## src/sv/udv_pkg.sv

```systemverilog
// Shared widths, config register indices and inter-stage payload types.
package udv_pkg;

  localparam int unsigned VtxW   = 24;  // vertex field width
  localparam int unsigned CfgW   = 31;  // config register width
  localparam int unsigned CfgIdxW = 3;
  localparam int unsigned DirW   = 16;  // Q1.15 component
  localparam int unsigned DiffW  = 34;  // vertex minus source point
  localparam int unsigned MagW   = 32;  // |d|
  localparam int unsigned SqW    = 64;  // d^2 and sum of squares
  localparam int unsigned QuoW   = 33;  // floor(2^32 * d^2 / S)
  localparam int unsigned RootW  = 17;  // isqrt of the quotient
  localparam int unsigned SqrtRemW = 19;
  localparam int unsigned DivStages  = QuoW;
  localparam int unsigned SqrtStages = RootW;
  localparam logic [DirW-1:0] DirMaxPos = 16'h7fff;

  typedef enum logic [CfgIdxW-1:0] {
    CFG_SOURCE_X   = 3'd0,
    CFG_SOURCE_Y   = 3'd1,
    CFG_SOURCE_Z   = 3'd2,
    CFG_DETECTOR_X = 3'd3,
    CFG_DETECTOR_Y = 3'd4,
    CFG_DETECTOR_Z = 3'd5
  } udv_cfg_idx_e;

  typedef struct packed {
    logic [2:0][CfgW-1:0] src;
    logic [2:0][CfgW-1:0] det;
  } udv_cfg_t;

  typedef struct packed {
    logic [SqW-1:0]       s;
    logic [2:0][SqW-1:0]  sq;
    logic [2:0]           neg;
    logic                 zero;
  } udv_sum_t;

  typedef struct packed {
    logic [2:0][QuoW-1:0] quo;
    logic [2:0]           neg;
    logic                 zero;
  } udv_quo_t;

  typedef struct packed {
    logic [2:0][RootW-1:0] root;
    logic [2:0]            neg;
    logic                  zero;
  } udv_root_t;

endpackage

```

## src/sv/udv_sqrt.sv

```systemverilog
// Digit-by-digit integer square root, one root bit per stage.
module udv_sqrt (
  input  logic              clk_i,
  input  logic              rst_ni,
  input  logic              valid_i,
  output logic              ready_o,
  input  udv_pkg::udv_quo_t data_i,
  output logic              valid_o,
  input  logic              ready_i,
  output udv_pkg::udv_root_t data_o
);
  import udv_pkg::*;

  localparam int unsigned N = SqrtStages;
  localparam int unsigned RadW = 2 * N;
  localparam int unsigned TrialW = SqrtRemW + 2;

  logic [N-1:0] v_q;
  logic [N:0]   rdy;

  logic [RadW-1:0]     rad_q  [N][3];
  logic [SqrtRemW-1:0] rem_q  [N][3];
  logic [RootW-1:0]    root_q [N][3];
  logic [2:0]          neg_q  [N];
  logic                zero_q [N];

  always_comb begin
    rdy[N] = ready_i;
    for (int k = N - 1; k >= 0; k--) begin
      rdy[k] = !v_q[k] || rdy[k+1];
    end
  end

  assign ready_o = rdy[0];
  assign valid_o = v_q[N-1];

  always_comb begin
    for (int l = 0; l < 3; l++) data_o.root[l] = root_q[N-1][l];
    data_o.neg  = neg_q[N-1];
    data_o.zero = zero_q[N-1];
  end

  always_ff @(posedge clk_i or negedge rst_ni) begin
    if (!rst_ni) begin
      v_q <= '0;
    end else begin
      if (rdy[0]) begin
        v_q[0] <= valid_i;
      end
      for (int k = 1; k < N; k++) begin
        if (rdy[k]) begin
          v_q[k] <= v_q[k-1];
        end
      end
    end
  end

  for (genvar k = 0; k < N; k++) begin : g_stg
    localparam int unsigned P = N - 1 - k;  // radicand bit pair taken here
    logic [RadW-1:0]     rad_in  [3];
    logic [SqrtRemW-1:0] rem_in  [3];
    logic [RootW-1:0]    root_in [3];
    logic [2:0]          neg_in;
    logic                zero_in;
    logic [TrialW-1:0]   acc     [3];
    logic [TrialW-1:0]   trial   [3];

    if (k == 0) begin : g_first
      always_comb begin
        neg_in  = data_i.neg;
        zero_in = data_i.zero;
        for (int l = 0; l < 3; l++) begin
          rad_in[l]  = RadW'(data_i.quo[l]);
          rem_in[l]  = '0;
          root_in[l] = '0;
        end
      end
    end else begin : g_next
      always_comb begin
        neg_in  = neg_q[k-1];
        zero_in = zero_q[k-1];
        for (int l = 0; l < 3; l++) begin
          rad_in[l]  = rad_q[k-1][l];
          rem_in[l]  = rem_q[k-1][l];
          root_in[l] = root_q[k-1][l];
        end
      end
    end

    always_comb begin
      for (int l = 0; l < 3; l++) begin
        acc[l]   = {rem_in[l], rad_in[l][2*P+1 -: 2]};
        trial[l] = {TrialW'(root_in[l]) << 2} | TrialW'(1);
      end
    end

    always_ff @(posedge clk_i) begin
      if (rdy[k]) begin
        neg_q[k]  <= neg_in;
        zero_q[k] <= zero_in;
        for (int l = 0; l < 3; l++) begin
          rad_q[k][l] <= rad_in[l];
          if (acc[l] >= trial[l]) begin
            rem_q[k][l]  <= SqrtRemW'(acc[l] - trial[l]);
            root_q[k][l] <= {root_in[l][RootW-2:0], 1'b1};
          end else begin
            rem_q[k][l]  <= SqrtRemW'(acc[l]);
            root_q[k][l] <= {root_in[l][RootW-2:0], 1'b0};
          end
        end
      end
    end
  end

endmodule

```

## config.mk

```make
export PLATFORM = sky130hd
export DESIGN_NAME = udv_sqrt
export DESIGN_NICKNAME = d
export VERILOG_FILES = /design/src/sv/udv_pkg.sv /design/src/sv/udv_sqrt.sv
export SDC_FILE = /design/constraint.sdc
export NUM_CORES = 2
export LEC_CHECK = 0
export BUFFER_PORTS_ARGS = -buffer_cell sky130_fd_sc_hd__buf_2
export CAP_MARGIN = 20
export CORE_UTILIZATION = 65
export CTS_BUF_LIST = sky130_fd_sc_hd__clkbuf_4 sky130_fd_sc_hd__clkbuf_8 sky130_fd_sc_hd__clkbuf_16
export DETAILED_ROUTE_END_ITERATION = 7
export MAX_ROUTING_LAYER = met4
export PLACE_DENSITY_LB_ADDON = 0.08
export SYNTH_ARGS = -nofsm -noshare
export SYNTH_HDL_FRONTEND = slang
export SYNTH_SLANG_ARGS = --single-unit
```

## constraint.sdc

```tcl
create_clock -name clk_i -period 27.1 [get_ports clk_i]
set_input_delay 8.13 -clock clk_i [delete_from_list [all_inputs] [get_ports clk_i]]
set_output_delay 8.13 -clock clk_i [all_outputs]
set_load 0.03 [all_outputs]
```

==> flow_metrics.py <==
metrics = {
    "grt": {
        "track_usage": 0.2245,
        "grt_pass1_wl_um": 277800,
        "grt_overflow": 0,
        "grt_pass1_vias": 57125,
        "grt_start_max_net_pins": 145,
        "antenna_found_initial": 1,
    },
    "cts": {
        "cts-root-buf": "clkbuf_16",
        "h-tree-depth": 4,
        "hold_buffers": 0,
        "cts.repair.resized": 0,
        "clockBufferDepth": 3,
        "cts_tree": "yes",
        "clock-sinks": 2197,
        "cts_buffers": 216,
        "clkTransAtPathRegs_ps": 60,
        "clock_latency_ps": 850,
        "cts_setup_buffers": 0,
    },
    "floorplanning": {
        "die_area_um2": 156800,
        "core_area_um2": 154000,
        "die_x_um": 396.0,
        "initial_core_util": 0.6550,
        "die_h_um": 396.0,
        "rows": 144,
        "pin_count": 164,
    },
    "logic_synthesis": {
        "ys_ff_latch": 2197,
        "syn_area_per_cell_um2": 13.29,
        "yosysWarnings": 0,
        "synth-seq-area-share": 0.6529,
        "synth_edf_count": 2179,
        "synth_cells": 7592,
        "synth_area_leaders": "edfxtp_1, ha_1, xnor2_1, xor2_1, inv_1",
        "synth_top_area_frac": 0.6485,
        "syn_area_um2": 100900,
        "synth_top_area_cell": "edfxtp_1",
        "synthFlopType": "edfxtp_1",
        "synth_nets": 8212,
        "ys_types": 100,
        "ys_async_sr_fraction": 0.007738,
    },
    "setup_path": {
        "cp_slowest_cell": "nor3_1",
        "crit_chain": "buf_2 > nand4b_1 > nor3_1 > and3_1 > and3_1 > nand2_4 > buf_2",
        "critPathRequiredTime_ps": 18970,
        "path_class": "input port to primary output",
        "startpoint_type": "input port",
        "crit_start": "ready_i",
        "critPathCaptureType": "primary output",
        "timing.rr.start": "v_q[13]$_DFFE_PN0P_",
        "path_delay_family": "simple AND/OR/NAND/NOR gates",
        "cp_max_fo": 37,
        "critPathArrivalTime_ps": 11280,
        "slowest_delay_ps": 700,
        "crit_buf_inv": 2,
    },
    "sta": {
        "setup_violations": 0,
        "hold_viol_final": 0,
        "fin_crit_ps": 19410,
        "tns_ps": 0,
        "finClkSkew_ps": 34.26,
        "fmax_mhz": 51.52,
        "rsz0062_at_grt": "false",
        "fin_crit_sh": 0.7163,
        "drv_slew": 0,
        "tightest_slew_ps": 1046,
        "slew_headroom": 0.3024,
    },
    "run_status": {
        "outcome": "completed",
    },
    "final_layout": {
        "area_growth_pct": 10.63,
        "antennaDiodeCount": 0,
        "fill_cells": 9939,
        "utilization": 0.7247,
        "drive_gt1_frac": 0.09547,
        "nets": 8505,
        "final-seq-area_um2": 65880,
        "multi_input_area_um2": 32070,
    },
    "routing": {
        "routedWlPerCell_um": 16.92,
        "viasPerCell": 5.701,
        "drc": 0,
        "ant_nets": 0,
        "vias": 57636,
        "drtIter0Drc": 3317,
        "routed_wl_um": 171000,
        "dr.pass1.iters": 7,
    },
    "power_and_ir_drop": {
        "leakagePower_nw": 45.19,
        "power_density_nw_per_um2": 91.04,
        "vdd_drop_max_mv": 0.07761,
    },
    "place": {
        "gp_congestion": 0.9411,
        "dpl.hpwl_um": 122500,
        "io_buffers": 163,
    },
    "worst_hold_path": {
        "hp-class": "flop to flop",
        "hold_start": "zero_q[14]$_DFFE_PP_",
    },
    "job": {
        "drv_cap": 0,
    },
}
## routing by layer
| metal | track usage | wire [µm] | vias to the layer above |
|---|---|---|---|
| li1 | - | - | 28799 |
| met5 | - | 0 | - |
| met4 | 0.08405 | 5837 | 0 |
| met1 | 0.2736 | 73390 | 27163 |
| met2 | 0.3804 | 84730 | 1280 |
| met3 | 0.03313 | 7050 | 394 |
## cell usage after synthesis, types with 11 or more instances
cell / n
and4_1: 15
dfrtp_1: 17
nor2_1: 481
nor4b_1: 15
a31o_2: 11
a21o_1: 99
nor3_1: 215
nand4b_1: 17
a211oi_1: 49
edfxtp_1: 2179
or3_1: 82
o21a_1: 119
o211ai_1: 42
xnor2_1: 334
nand2_1: 375
o31ai_1: 55
buf_1: 11
o21ai_0: 322
nor2b_1: 65
a21boi_0: 27
mux2_2: 91
mux2i_1: 20
o31a_1: 23
nand2b_1: 114
nor3b_1: 16
o2111ai_1: 14
and2_1: 39
nor4_1: 105
or4_1: 42
nand3_1: 141
a31oi_1: 39
inv_1: 652
nand3b_1: 35
nand4_1: 88
ha_1: 513
xor2_1: 289
a2111oi_0: 12
a21oi_1: 436
o21bai_1: 23
or2_2: 52
and3_1: 40
clkbuf_1: 105
## layout make-up
cell class | instances | share of cell area
clock buffers | 258 | 0.05140
clock inverters | 140 | 0.01524
inverters | 655 | 0.02227
multi-input cells | 4609 | 0.2873
flip-flops and latches | 2197 | 0.5901
well taps | 2044 | 0.02291
repair buffers | 206 | 0.01076
## cell families (layout without fill, tap and decap cells)
kind of cell	count (synthesis)	count (layout)	share of synthesized area
AOI/OAI and AO/OA	1381	1381	0.08584
DFF	2197	2197	0.6529
muxes	111	111	0.01214
and+or+nand+nor	1981	1981	0.1014
buffers and inverters	786	1259	0.03006
adders and majority gates	513	513	0.06361
xor gates and xnor gates	623	623	0.05408
## report_power, final
group | total (mW) | switching (mW) | internal (mW)
combinational | 2.04 | 1.13 | 0.902
sequential | 5.08 | 0.431 | 4.65
clock | 3.04 | 1.23 | 1.81
## through the flow
step	power, mW	hold WS (ps)	setup WS [ps]	std cells	instance area [µm²]
floorplan	6.633	400.3	7799	7592	100900
global placement	7.071	400.4	7777	9708	104200
detailed placement	7.163	404.5	7735	9710	104200
CTS	10.23	394.8	7720	10108	111600
global route	10.68	405.9	7549	10109	111600
finish	10.16	399.6	7688	10109	111600
## sequential cells by signal, indices dropped and copies added, names as in the netlist
register / count
neg_q: 51
rad_q: 816
rem_q: 837
root_q: 459
v_q: 17
zero_q: 17
## placed cells by master, fill, tap and decap left out, types with 36 or more instances in the layout
cell / synthesis / final
a211oi_1: 49 / 49
a21o_1: 99 / 99
a21oi_1: 436 / 436
a31oi_1: 39 / 38
and2_1: 39 / 39
and3_1: 40 / 40
buf_2: 2 / 163
buf_4: 5 / 36
clkbuf_16: 0 / 217
clkbuf_4: 1 / 41
clkinv_1: 1 / 46
edfxtp_1: 2179 / 2179
ha_1: 513 / 513
inv_1: 652 / 645
mux2_2: 91 / 91
nand2_1: 375 / 372
nand2b_1: 114 / 113
nand3_1: 141 / 140
nand4_1: 88 / 88
nor2_1: 481 / 481
nor2b_1: 65 / 65
nor3_1: 215 / 214
nor4_1: 105 / 105
o211ai_1: 42 / 42
o21a_1: 119 / 119
o21ai_0: 322 / 322
o31ai_1: 55 / 54
or2_2: 52 / 51
or3_1: 82 / 82
or4_1: 42 / 41
xnor2_1: 334 / 334
xor2_1: 289 / 289
## worst reg2reg max path, cell delays in order (launching register included)
cell and delay [ps]:
dfrtp_1 520, nand4_1 380, nor3_1 730, inv_4 180
nor2_1 330, inv_4 250, buf_4 440, and3_1 320
and4_1 240, inv_1 490, nand4_1 240, xnor2_1 190
## path summary, 6_finish.rpt
kind / endpoint / slack (ps) / cells after the start
worst min-delay path: zero_q[15]$_DFFE_PP_ / 400 / 0
min in group asynchronous: v_q[0]$_DFFE_PN0N_ / 7260 / 1
max in group asynchronous: v_q[9]$_DFFE_PN0P_ / 19420 / 1
worst max register to register: rem_q[8][35]$_DFFE_PP_ / 22540 / 11
worst max-delay path: ready_o / 7690 / 7
worst min register to register: zero_q[15]$_DFFE_PP_ / 400 / 0
Power figures use the tool's default switching activity.
