`config.mk`:
```
export PLATFORM = sky130hd
export DESIGN_NAME = udv_out_flat
export DESIGN_NICKNAME = d
export VERILOG_FILES = /design/src/sv/udv_pkg.sv /design/src/sv/udv_if.sv /design/src/sv/udv_out.sv /design/src/flat_wrapper.sv
export SDC_FILE = /design/constraint.sdc
export NUM_CORES = 1
export LEC_CHECK = 0
export ABC_AREA = 1
export BUFFER_PORTS_ARGS = -buffer_cell sky130_fd_sc_hd__buf_2
export CORE_AREA = 2 2 102 104
export CTS_CLUSTER_DIAMETER = 30
export CTS_CLUSTER_SIZE = 8
export DETAILED_ROUTE_END_ITERATION = 7
export DIE_AREA = 0 0 104 106
export PLACE_DENSITY = 0.78
export SKIP_CTS_REPAIR_TIMING = 1
export SLEW_MARGIN = 20
export SYNTH_ARGS = -nofsm -noshare
export SYNTH_HDL_FRONTEND = slang
export SYNTH_SLANG_ARGS = --single-unit
export TNS_END_PERCENT = 20
```
`constraint.sdc`:
```
create_clock -name clk_i -period 2.1 [get_ports clk_i]
set_input_delay 0.42 -clock clk_i [delete_from_list [all_inputs] [get_ports clk_i]]
set_output_delay 0.42 -clock clk_i [all_outputs]
set_load 0.005 [all_outputs]
```
`src/sv/udv_pkg.sv`:
```
// Shared widths, config register indices and inter-stage payload types.
package udv_pkg;

  localparam int unsigned VtxW   = 24;  // vertex field width
  localparam int unsigned CfgW   = 31;  // config register width
  localparam int unsigned CfgIdxW = 3;
  localparam int unsigned DirW   = 16;  // Q1.15 component
  localparam int unsigned DiffW  = 34;  // vertex minus source point
  localparam int unsigned MagW   = 32;  // |d|
  localparam int unsigned SqW    = 64;  // d^2 and sum of squares
  localparam int unsigned QuoW   = 33;  // floor(2^32 * d^2 / S)
  localparam int unsigned RootW  = 17;  // isqrt of the quotient
  localparam int unsigned SqrtRemW = 19;
  localparam int unsigned DivStages  = QuoW;
  localparam int unsigned SqrtStages = RootW;
  localparam logic [DirW-1:0] DirMaxPos = 16'h7fff;

  typedef enum logic [CfgIdxW-1:0] {
    CFG_SOURCE_X   = 3'd0,
    CFG_SOURCE_Y   = 3'd1,
    CFG_SOURCE_Z   = 3'd2,
    CFG_DETECTOR_X = 3'd3,
    CFG_DETECTOR_Y = 3'd4,
    CFG_DETECTOR_Z = 3'd5
  } udv_cfg_idx_e;

  typedef struct packed {
    logic [2:0][CfgW-1:0] src;
    logic [2:0][CfgW-1:0] det;
  } udv_cfg_t;

  typedef struct packed {
    logic [SqW-1:0]       s;
    logic [2:0][SqW-1:0]  sq;
    logic [2:0]           neg;
    logic                 zero;
  } udv_sum_t;

  typedef struct packed {
    logic [2:0][QuoW-1:0] quo;
    logic [2:0]           neg;
    logic                 zero;
  } udv_quo_t;

  typedef struct packed {
    logic [2:0][RootW-1:0] root;
    logic [2:0]            neg;
    logic                  zero;
  } udv_root_t;

endpackage

```
`src/sv/udv_if.sv`:
```


interface udv_out_if;
  logic                            valid;
  logic                            ready;
  logic signed [udv_pkg::DirW-1:0] dir_x;
  logic signed [udv_pkg::DirW-1:0] dir_y;
  logic signed [udv_pkg::DirW-1:0] dir_z;
  logic                            zero_length;
  modport source (output valid, dir_x, dir_y, dir_z, zero_length, input ready);
  modport sink   (input valid, dir_x, dir_y, dir_z, zero_length, output ready);
endinterface


```
`src/sv/udv_out.sv`:
```
// Output register: rounding from the root, sign, saturation, zero case.
module udv_out (
  input  logic               clk_i,
  input  logic               rst_ni,
  input  logic               valid_i,
  output logic               ready_o,
  input  udv_pkg::udv_root_t data_i,
  udv_out_if.source          out_if
);
  import udv_pkg::*;

  logic            v_q;
  logic [DirW-1:0] dir_q [3];
  logic            zero_q;
  logic [DirW-1:0] dir_d [3];
  logic [RootW:0]  inc   [3];
  logic [RootW-1:0] mag  [3];

  assign ready_o = !v_q || out_if.ready;

  // magnitude is the largest n with (2n-1)^2 <= quotient: (isqrt + 1) / 2
  always_comb begin
    for (int l = 0; l < 3; l++) begin
      inc[l] = (RootW+1)'(data_i.root[l]) + (RootW+1)'(1);
      mag[l] = inc[l][RootW:1];
      if (data_i.zero) begin
        dir_d[l] = '0;
      end else if (data_i.neg[l]) begin
        dir_d[l] = DirW'(RootW'(0) - mag[l]);
      end else if (mag[l] > RootW'(DirMaxPos)) begin
        dir_d[l] = DirMaxPos;
      end else begin
        dir_d[l] = DirW'(mag[l]);
      end
    end
  end

  always_ff @(posedge clk_i or negedge rst_ni) begin
    if (!rst_ni) begin
      v_q <= 1'b0;
    end else if (ready_o) begin
      v_q <= valid_i;
    end
  end

  always_ff @(posedge clk_i) begin
    if (ready_o) begin
      for (int l = 0; l < 3; l++) dir_q[l] <= dir_d[l];
      zero_q <= data_i.zero;
    end
  end

  assign out_if.valid       = v_q;
  assign out_if.dir_x       = signed'(dir_q[0]);
  assign out_if.dir_y       = signed'(dir_q[1]);
  assign out_if.dir_z       = signed'(dir_q[2]);
  assign out_if.zero_length = zero_q;

endmodule
```
`src/flat_wrapper.sv`:
```
// flat-port wrapper written by rule: the top's interface ports become plain ports
module udv_out_flat import udv_pkg::*;
  (clk_i, rst_ni, valid_i, ready_o, data_i, out_if_valid, out_if_dir_x, out_if_dir_y, out_if_dir_z, out_if_zero_length, out_if_ready);
  udv_out_if out_if_i ();
  input  logic clk_i;
  input  logic rst_ni;
  input  logic valid_i;
  output logic ready_o;
  input  udv_pkg::udv_root_t data_i;
  output wire logic [$bits(out_if_i.valid)-1:0] out_if_valid;
  output wire logic [$bits(out_if_i.dir_x)-1:0] out_if_dir_x;
  output wire logic [$bits(out_if_i.dir_y)-1:0] out_if_dir_y;
  output wire logic [$bits(out_if_i.dir_z)-1:0] out_if_dir_z;
  output wire logic [$bits(out_if_i.zero_length)-1:0] out_if_zero_length;
  input wire logic [$bits(out_if_i.ready)-1:0] out_if_ready;
  assign out_if_valid = out_if_i.valid;
  assign out_if_dir_x = out_if_i.dir_x;
  assign out_if_dir_y = out_if_i.dir_y;
  assign out_if_dir_z = out_if_i.dir_z;
  assign out_if_zero_length = out_if_i.zero_length;
  assign out_if_i.ready = out_if_ready;
  udv_out u_core (.clk_i(clk_i), .rst_ni(rst_ni), .valid_i(valid_i), .ready_o(ready_o), .data_i(data_i), .out_if(out_if_i));
endmodule
```
==> results of run 1 <==
## worst max-delay path by stage
stage / to / depth (start not counted) / slack, ps / start
after floorplan: u_core.dir_q[0][14] / 13 / -10 / data_i[4]
after global placement: u_core.dir_q[0][1] / 15 / -260 / data_i[5]
after detailed placement: u_core.dir_q[0][16] / 14 / -330 / data_i[21]
final: u_core.dir_q[0][17] / 15 / 10 / data_i[21]
after CTS: u_core.dir_q[0][16] / 14 / -20 / data_i[21]
after global routing: u_core.dir_q[0][31] / 14 / -90 / data_i[21]
## power breakdown
group	total, mW	leakage, nW	switching [mW]	internal (mW)
combinational	1.03	3.18	0.594	0.438
sequential	1.24	0.525	0.0260	1.21
clock	0.685	0.0579	0.334	0.351
## cell type report
| class | instances | area [sq um] |
|---|---|---|
| fillers | 882 | 2760 |
| inverters | 119 | 447 |
| clock buffers | 5 | 68.8 |
| well taps | 136 | 170 |
| multi-input cells | 697 | 3530 |
| repair buffers | 233 | 1490 |
| clock inverters | 3 | 40.0 |
| flip-flops and latches | 50 | 1500 |
## through the flow
| stage | power (mW) | hold WS (ps) | setup slack (ps) |
|---|---|---|---|
| global placement | 2.21 | 195 | -264 |
| global route | 3.12 | 290 | -90.1 |
| CTS | 2.91 | -148 | -20.8 |
| finish | 2.95 | 279 | 11.5 |
| detailed placement | 2.23 | 195 | -333 |
| floorplan | 1.75 | 124 | -12.8 |
## metal layers
metal | vias up | track usage
met5 | - | 0
met3 | 28 | 0.0196
met1 | 2775 | 0.351
li1 | 3269 | -
met2 | 206 | 0.477
met4 | 0 | 0.0801
## state kept, by name, summed over array words and instances, names as in the netlist
| name | count |
|---|---|
| u_core.dir_q | 48 |
| u_core.out_if.valid | 1 |
| u_core.out_if.zero_length | 1 |
## worst max-delay path, delay by kind of cell
family                   cells  cell delay, ps
AO/OA/AOI/OAI                1              50
adder cells (fa/ha/maj)      2             340
buffers and inverters        5             490
AND/OR/NAND/NOR              7             850
## kinds of logic (layout without fill, tap and decap cells)
| family | after synthesis | in the layout | synth area share |
|---|---|---|---|
| and+or+nand+nor | 601 | 602 | 0.506 |
| xor gates and xnor gates | 20 | 20 | 0.0330 |
| AOI/OAI and AO/OA | 66 | 66 | 0.0636 |
| buffers and inverters | 130 | 360 | 0.0942 |
| adders and majority gates | 9 | 9 | 0.0212 |
| DFF | 50 | 50 | 0.282 |
## cell usage in the layout, fill, tap and decap left out, drive strengths merged
cell / count
nand2: 314
buf: 232
nor2: 148
inv: 119
nand3: 92
edfxtp: 49
a21oi: 35
nand4: 33
o21ai: 28
xor2: 16
nor3: 10
ha: 9
clkbuf: 5
xnor2: 4
o21bai: 3
nand3b: 3
clkinv: 2
or2: 2
bufinv: 1
dlygate4sd3: 1
dfrtp: 1
==> impl_results.md, run 1 <==
- Deepest clock path buffer count: 2
- Min-Delay Endpoint: u_core.out_if.valid
- LEAKAGE: 3.76 nW
- Syn Inst Count: 876
- Drt wl/cell: 12.1 microns
- Largest net degree at the start of global routing: 48
- CP startpoint kind: input pin
- Ant. Diodes: 0
- CTS clk-pin slew, worst paths: 90 ps
- Cell row count: 37
- Ports: 110
- R2R Path Start: u_core.out_if.valid
- Die height: 106 microns
- Relative slew margins: 0.640
- CP Data Arrival Time: 2160 ps
- Post-layout min period: 2090 ps
- DP HPWL: 11600 microns
- R2r setup slk: 950 ps
- First-pass GRT wire length: 24900 microns
- Top cells by area, synth: edfxtp_1, nand2_1, nor2_1, inv_1, nand3_1
- Slowest stage delay, CP: 180 ps
- Asr flop ratio synth: 0.0200
- Wl on met1: 6660 microns
- Synthesis Warnings: 0
- Post-synthesis cell type count: 28
- Avg Cell Area, Syn: 6.06 sq um
- Final WL: 15000 microns
- Reg2reg path depth: 2
- Worst-skew pair later-pin latency: 310 ps
- Max Used Layer: met4
- Area delta synth->final: 36.3%
- Fmax: 0.479 GHz
- Tot GR Track Use: 0.268
- Routability congestion estimate: 0.893
- Final net count: 1174
- Status: complete, no violations
- Hold Startpoint: valid_i
- Most frequent cell after synthesis: nand2_1
- DRC violations left: 0
- Worst hold path class: in2reg
- Number of synthesized register bits: 50
- Clock Sinks: 50
- Vias per inst: 5.05
- Vias: 6278
- CTS H-tree lvls: 2
- Top_reg_cell synth: edfxtp_1
- Worst Skew: 5.72 ps
- Hold Path Cell Cnt: 3
- Critical Path End Type: flop
- Peak VDD IR: 0.277 mV
- Die span in x: 104 microns
- Root Buffer: clkbuf_8
- Remaining Overflow, GRT: 0
- Syn nets: 944
- Final-report hold violation count: 0
- Detailed Route Iter0 Violations: 353
- Final Setup Violations: 0
- CP Max Fanout: 5
- Worst EP required: 2170 ps
- TritonCTS clock tree: built
- I/O Buffers: 109
- Antenna viol nets, final: 0
- Die area: 11000 sq um
- EDFF count, synth: 49
- Crit Path Class: in2reg
- Seq/Total Area, Yosys: 0.282
- Dpl cells: 1228
- Vias in the first global route: 5682
- Sum Neg Setup Slack: 0 ps
- Commonest cells post-synth: nand2_1, nor2_1, inv_1
- Fin area: 7240 sq um
- Finished Layout Cells: 1243
- Routed wl met2: 7290 microns
- Initial Util: 0.531
- Core region area: 10000 sq um
- Slowest CP cell: ha_2
- Initial antenna violation count: 0
- CP Cell Sequence: buf_2 > ha_4 > or2_2 > nand2_2 > buf_4 > inv_2 > ha_2 > inv_1 > nor2_1 > nand3_1 > nor2_1 > nand2_2 > nand2_4 > buf_4 > a21oi_1
- R2R Path End: u_core.dir_q[0][19]
- Fin crit share: 0.995
- Area share of the largest cell type after synthesis: 0.277
- Final Util: 0.724
- Slew at the pin with the worst max-slew slack: 540 ps
- DP Area: 6910 sq um
- PwrDens: 407 nW/um^2
- Ratio of cells with drive above 1 in the final layout: 0.303
- DR pass1 iterations: 6
- Synth Cell Area: 5310 sq um
- Leading area contributor after synthesis: edfxtp_1
- Met3 routed WL: 824 microns
- # Max-Cap Violations: 0
- TritonCTS Buffers: 5
- Slew Viols, Final: 0
Power figures use the tool's default switching activity.
==> inputs of run 2 (changes only) <==
Settings changed: BUFFER_PORTS_ARGS -buffer_cell sky130_fd_sc_hd__buf_2 to unset, DONT_BUFFER_PORTS set to 1, PLACE_DENSITY 0.78 to 0.69.
==> run 2 against run 1 <==
  * Combinational power shrank 33%
  * Largest cell class unchanged
  * Critical path type unchanged
  * Largest power group unchanged
  * First-iteration DRC count grew 2.0%
  * Worst setup slack better by 72 ps
  * Sequential cell count did not move
  * Critical endpoint is now u_core.dir_q[0][28]
  * Cell count down 14%
==> impl_results.md, run 2 (synthesized netlist as in run 1, its figures left out) <==
- CP startpoint kind: input pin (unchanged)
- Antenna viol nets, final: 0 (unchanged)
- CP Data Arrival Time: 2100 ps (was 2160 ps)
- DP HPWL: 11500 microns (was 11600 microns)
- Final-report hold violation count: 0 (unchanged)
- Clock power frac: 0.233 (was 0.232)
- Worst-skew pair later-pin latency: 320 ps (was 310 ps)
- DRC violations left: 0 (unchanged)
- Max Used Layer: met4 (unchanged)
- Critical Path End Type: flop (unchanged)
- Vias in the first global route: 5417 (was 5682)
- CTS clk-pin slew, worst paths: 100 ps (was 90 ps)
- Root Buffer: clkbuf_8 (unchanged)
- Area delta synth->final: 14.5% (was 36.3%)
- Internal power: 1.72 mW (was 2.00 mW)
- Relative slew margins: 0.667 (was 0.640)
- First-pass GRT wire length: 24100 microns (was 24900 microns)
- Worst Skew: 12.2 ps (was 5.72 ps)
- Status: complete, no violations (unchanged)
- Commonest non-fill, non-tap cell in the layout: nand2_1 (unchanged)
- Fill cells: 1000 (was 882)
- Vias: 5655 (was 6278)
- Max FFs per register: 48 (unchanged)
- Fin crit share: 0.960 (was 0.995)
- I/O Buffers: 0 (was 109)
- Met3 routed WL: 709 microns (was 824 microns)
- TritonCTS clock tree: built (unchanged)
- Fin area: 6080 sq um (was 7240 sq um)
- Top reg by flops: u_core.dir_q (unchanged)
- Final Power: 2.57 mW (was 2.95 mW)
- RSZ-0062 raised after global routing: yes
- DP Area: 5940 sq um (was 6910 sq um)
- Slew at the pin with the worst max-slew slack: 500 ps (was 540 ps)
- Reg2reg path depth: 2 (unchanged)
- Die span in x: 104 microns (unchanged)
- Routed wl met2: 6810 microns (was 7290 microns)
- Final Util: 0.608 (was 0.724)
- Remaining Overflow, GRT: 0 (unchanged)
- Die area: 11000 sq um (unchanged)
- Post-layout min period: 2020 ps (was 2090 ps)
- Peak VDD IR: 0.268 mV (was 0.277 mV)
- # Max-Cap Violations: 0 (unchanged)
- Deepest clock path buffer count: 2 (unchanged)
- Detailed Route Iter0 Violations: 360 (was 353)
- Hold Path Cell Cnt: 0 (was 3)
- Drt wl/cell: 13.2 microns (was 12.1 microns)
- Sequential share of power: 0.497 (was 0.418)
- CTS H-tree lvls: 2 (unchanged)
- Core region area: 10000 sq um (unchanged)
- Vias per inst: 5.26 (was 5.05)
- TritonCTS Buffers: 5 (unchanged)
- Clock Sinks: 50 (unchanged)
- R2R Path Start: u_core.out_if.valid (unchanged)
- Final Setup Violations: 0 (unchanged)
- Initial antenna violation count: 0 (unchanged)
- Hold Startpoint: data_i[0] (was valid_i)
- Ports: 110 (unchanged)
- Crit Path Class: in2reg (unchanged)
- Final WL: 14200 microns (was 15000 microns)
- Die height: 106 microns (unchanged)
- Worst setup startpoint: data_i[21] (unchanged)
- Tot GR Track Use: 0.261 (was 0.268)
- Net Sw Frac: 0.330 (was 0.323)
- Slew Viols, Final: 0 (unchanged)
- Switching power: 846 uW (was 954 uW)
- Ratio of cells with drive above 1 in the final layout: 0.150 (was 0.303)
- Combinational Power Share: 0.270 (was 0.349)
- Ant. Diodes: 0 (unchanged)
- DR pass1 iterations: 6 (unchanged)
- Initial Util: 0.531 (unchanged)
- Worst hold path class: in2reg (unchanged)
- PwrDens: 422 nW/um^2 (was 407 nW/um^2)
- Cell row count: 37 (unchanged)
- Largest net degree at the start of global routing: 25 (was 48)
- CP Max Fanout: 4 (was 5)
- Worst EP required: 2190 ps (was 2170 ps)
- Most frequent cells in the layout: nand2_1, nor2_1, inv_1 (was nand2_1, buf_4, nor2_1)
- Final net count: 1006 (was 1174)
- Routability congestion estimate: 0.904 (was 0.893)
- Fmax: 0.496 GHz (was 0.479 GHz)
- Wl on met1: 6330 microns (was 6660 microns)
- LEAKAGE: 3.00 nW (was 3.76 nW)
run 2: changes by cell type in the layout (fill, tap and decap cells not counted), sizes merged:
cell    before  now
buf        232   65
bufinv       1    0
inv        119  121
clkinv       2    1
nand2      314  313
run 2: per-layer routing:
layer / vias to the layer above / global-route usage
li1: 2935 / -
met3: 27 / 0.0307
met5: - / 0
met1: 2497 / 0.327
met4: 0 / 0.0975
met2: 196 / 0.464
run 2: power by group through the flow:
stage | combinational [mW] | clock [mW] | sequential (mW)
finish | 0.692 | 0.599 | 1.27
global route | 0.792 | 0.652 | 1.28
CTS | 0.681 | 0.612 | 1.28
detailed placement | 0.677 | 0 | 1.30
global placement | 0.662 | 0 | 1.30
floorplan | 0.482 | 0 | 1.27
run 2: final cells by class:
cell class                      count  area, sq um  share of cell area
Inverter                          119          447              0.0734
Timing Repair Buffer               66          498              0.0819
Sequential cell                    50         1500               0.246
Multi-Input combinational cell    696         3380               0.556
Tap cell                          136          170              0.0280
Clock buffer                        5         68.8              0.0113
Clock inverter                      3         22.5             0.00370
run 2: path summary, 6_finish.rpt:
kind | endpoint | slack [ps]
setup / recovery | u_core.dir_q[0][28] | 80
hold / removal | u_core.out_if.zero_length | 190
max in group asynchronous | u_core.out_if.valid | 1710
hold reg to reg | u_core.out_if.valid | 750
min in group asynchronous | u_core.out_if.valid | 290
setup reg to reg | u_core.dir_q[0][14] | 770
run 2: through the flow:
step / setup TNS, ps / hold slack (ps) / setup WS [ps] / cells
after floorplan: -17.8 / 124 / -12.8 / 876
after detailed placement: -4660 / 124 / -245 / 1065
after global routing: -61.1 / 170 / -31.4 / 1075
after CTS: 0 / -234 / 104 / 1073
after global placement: -3100 / 124 / -148 / 1065
final: 0 / 190 / 83.4 / 1075
run 2: critical path, cell delays in order:
cell      delay (ps)
ha_1             200
or2_2            290
nand2_2          100
ha_1             180
nand3_1          150
nand3b_1         250
nor2_2           170
nand2_1          100
nand2_1           70
nand3_1           70
nand2_1           60
nor2_1            40
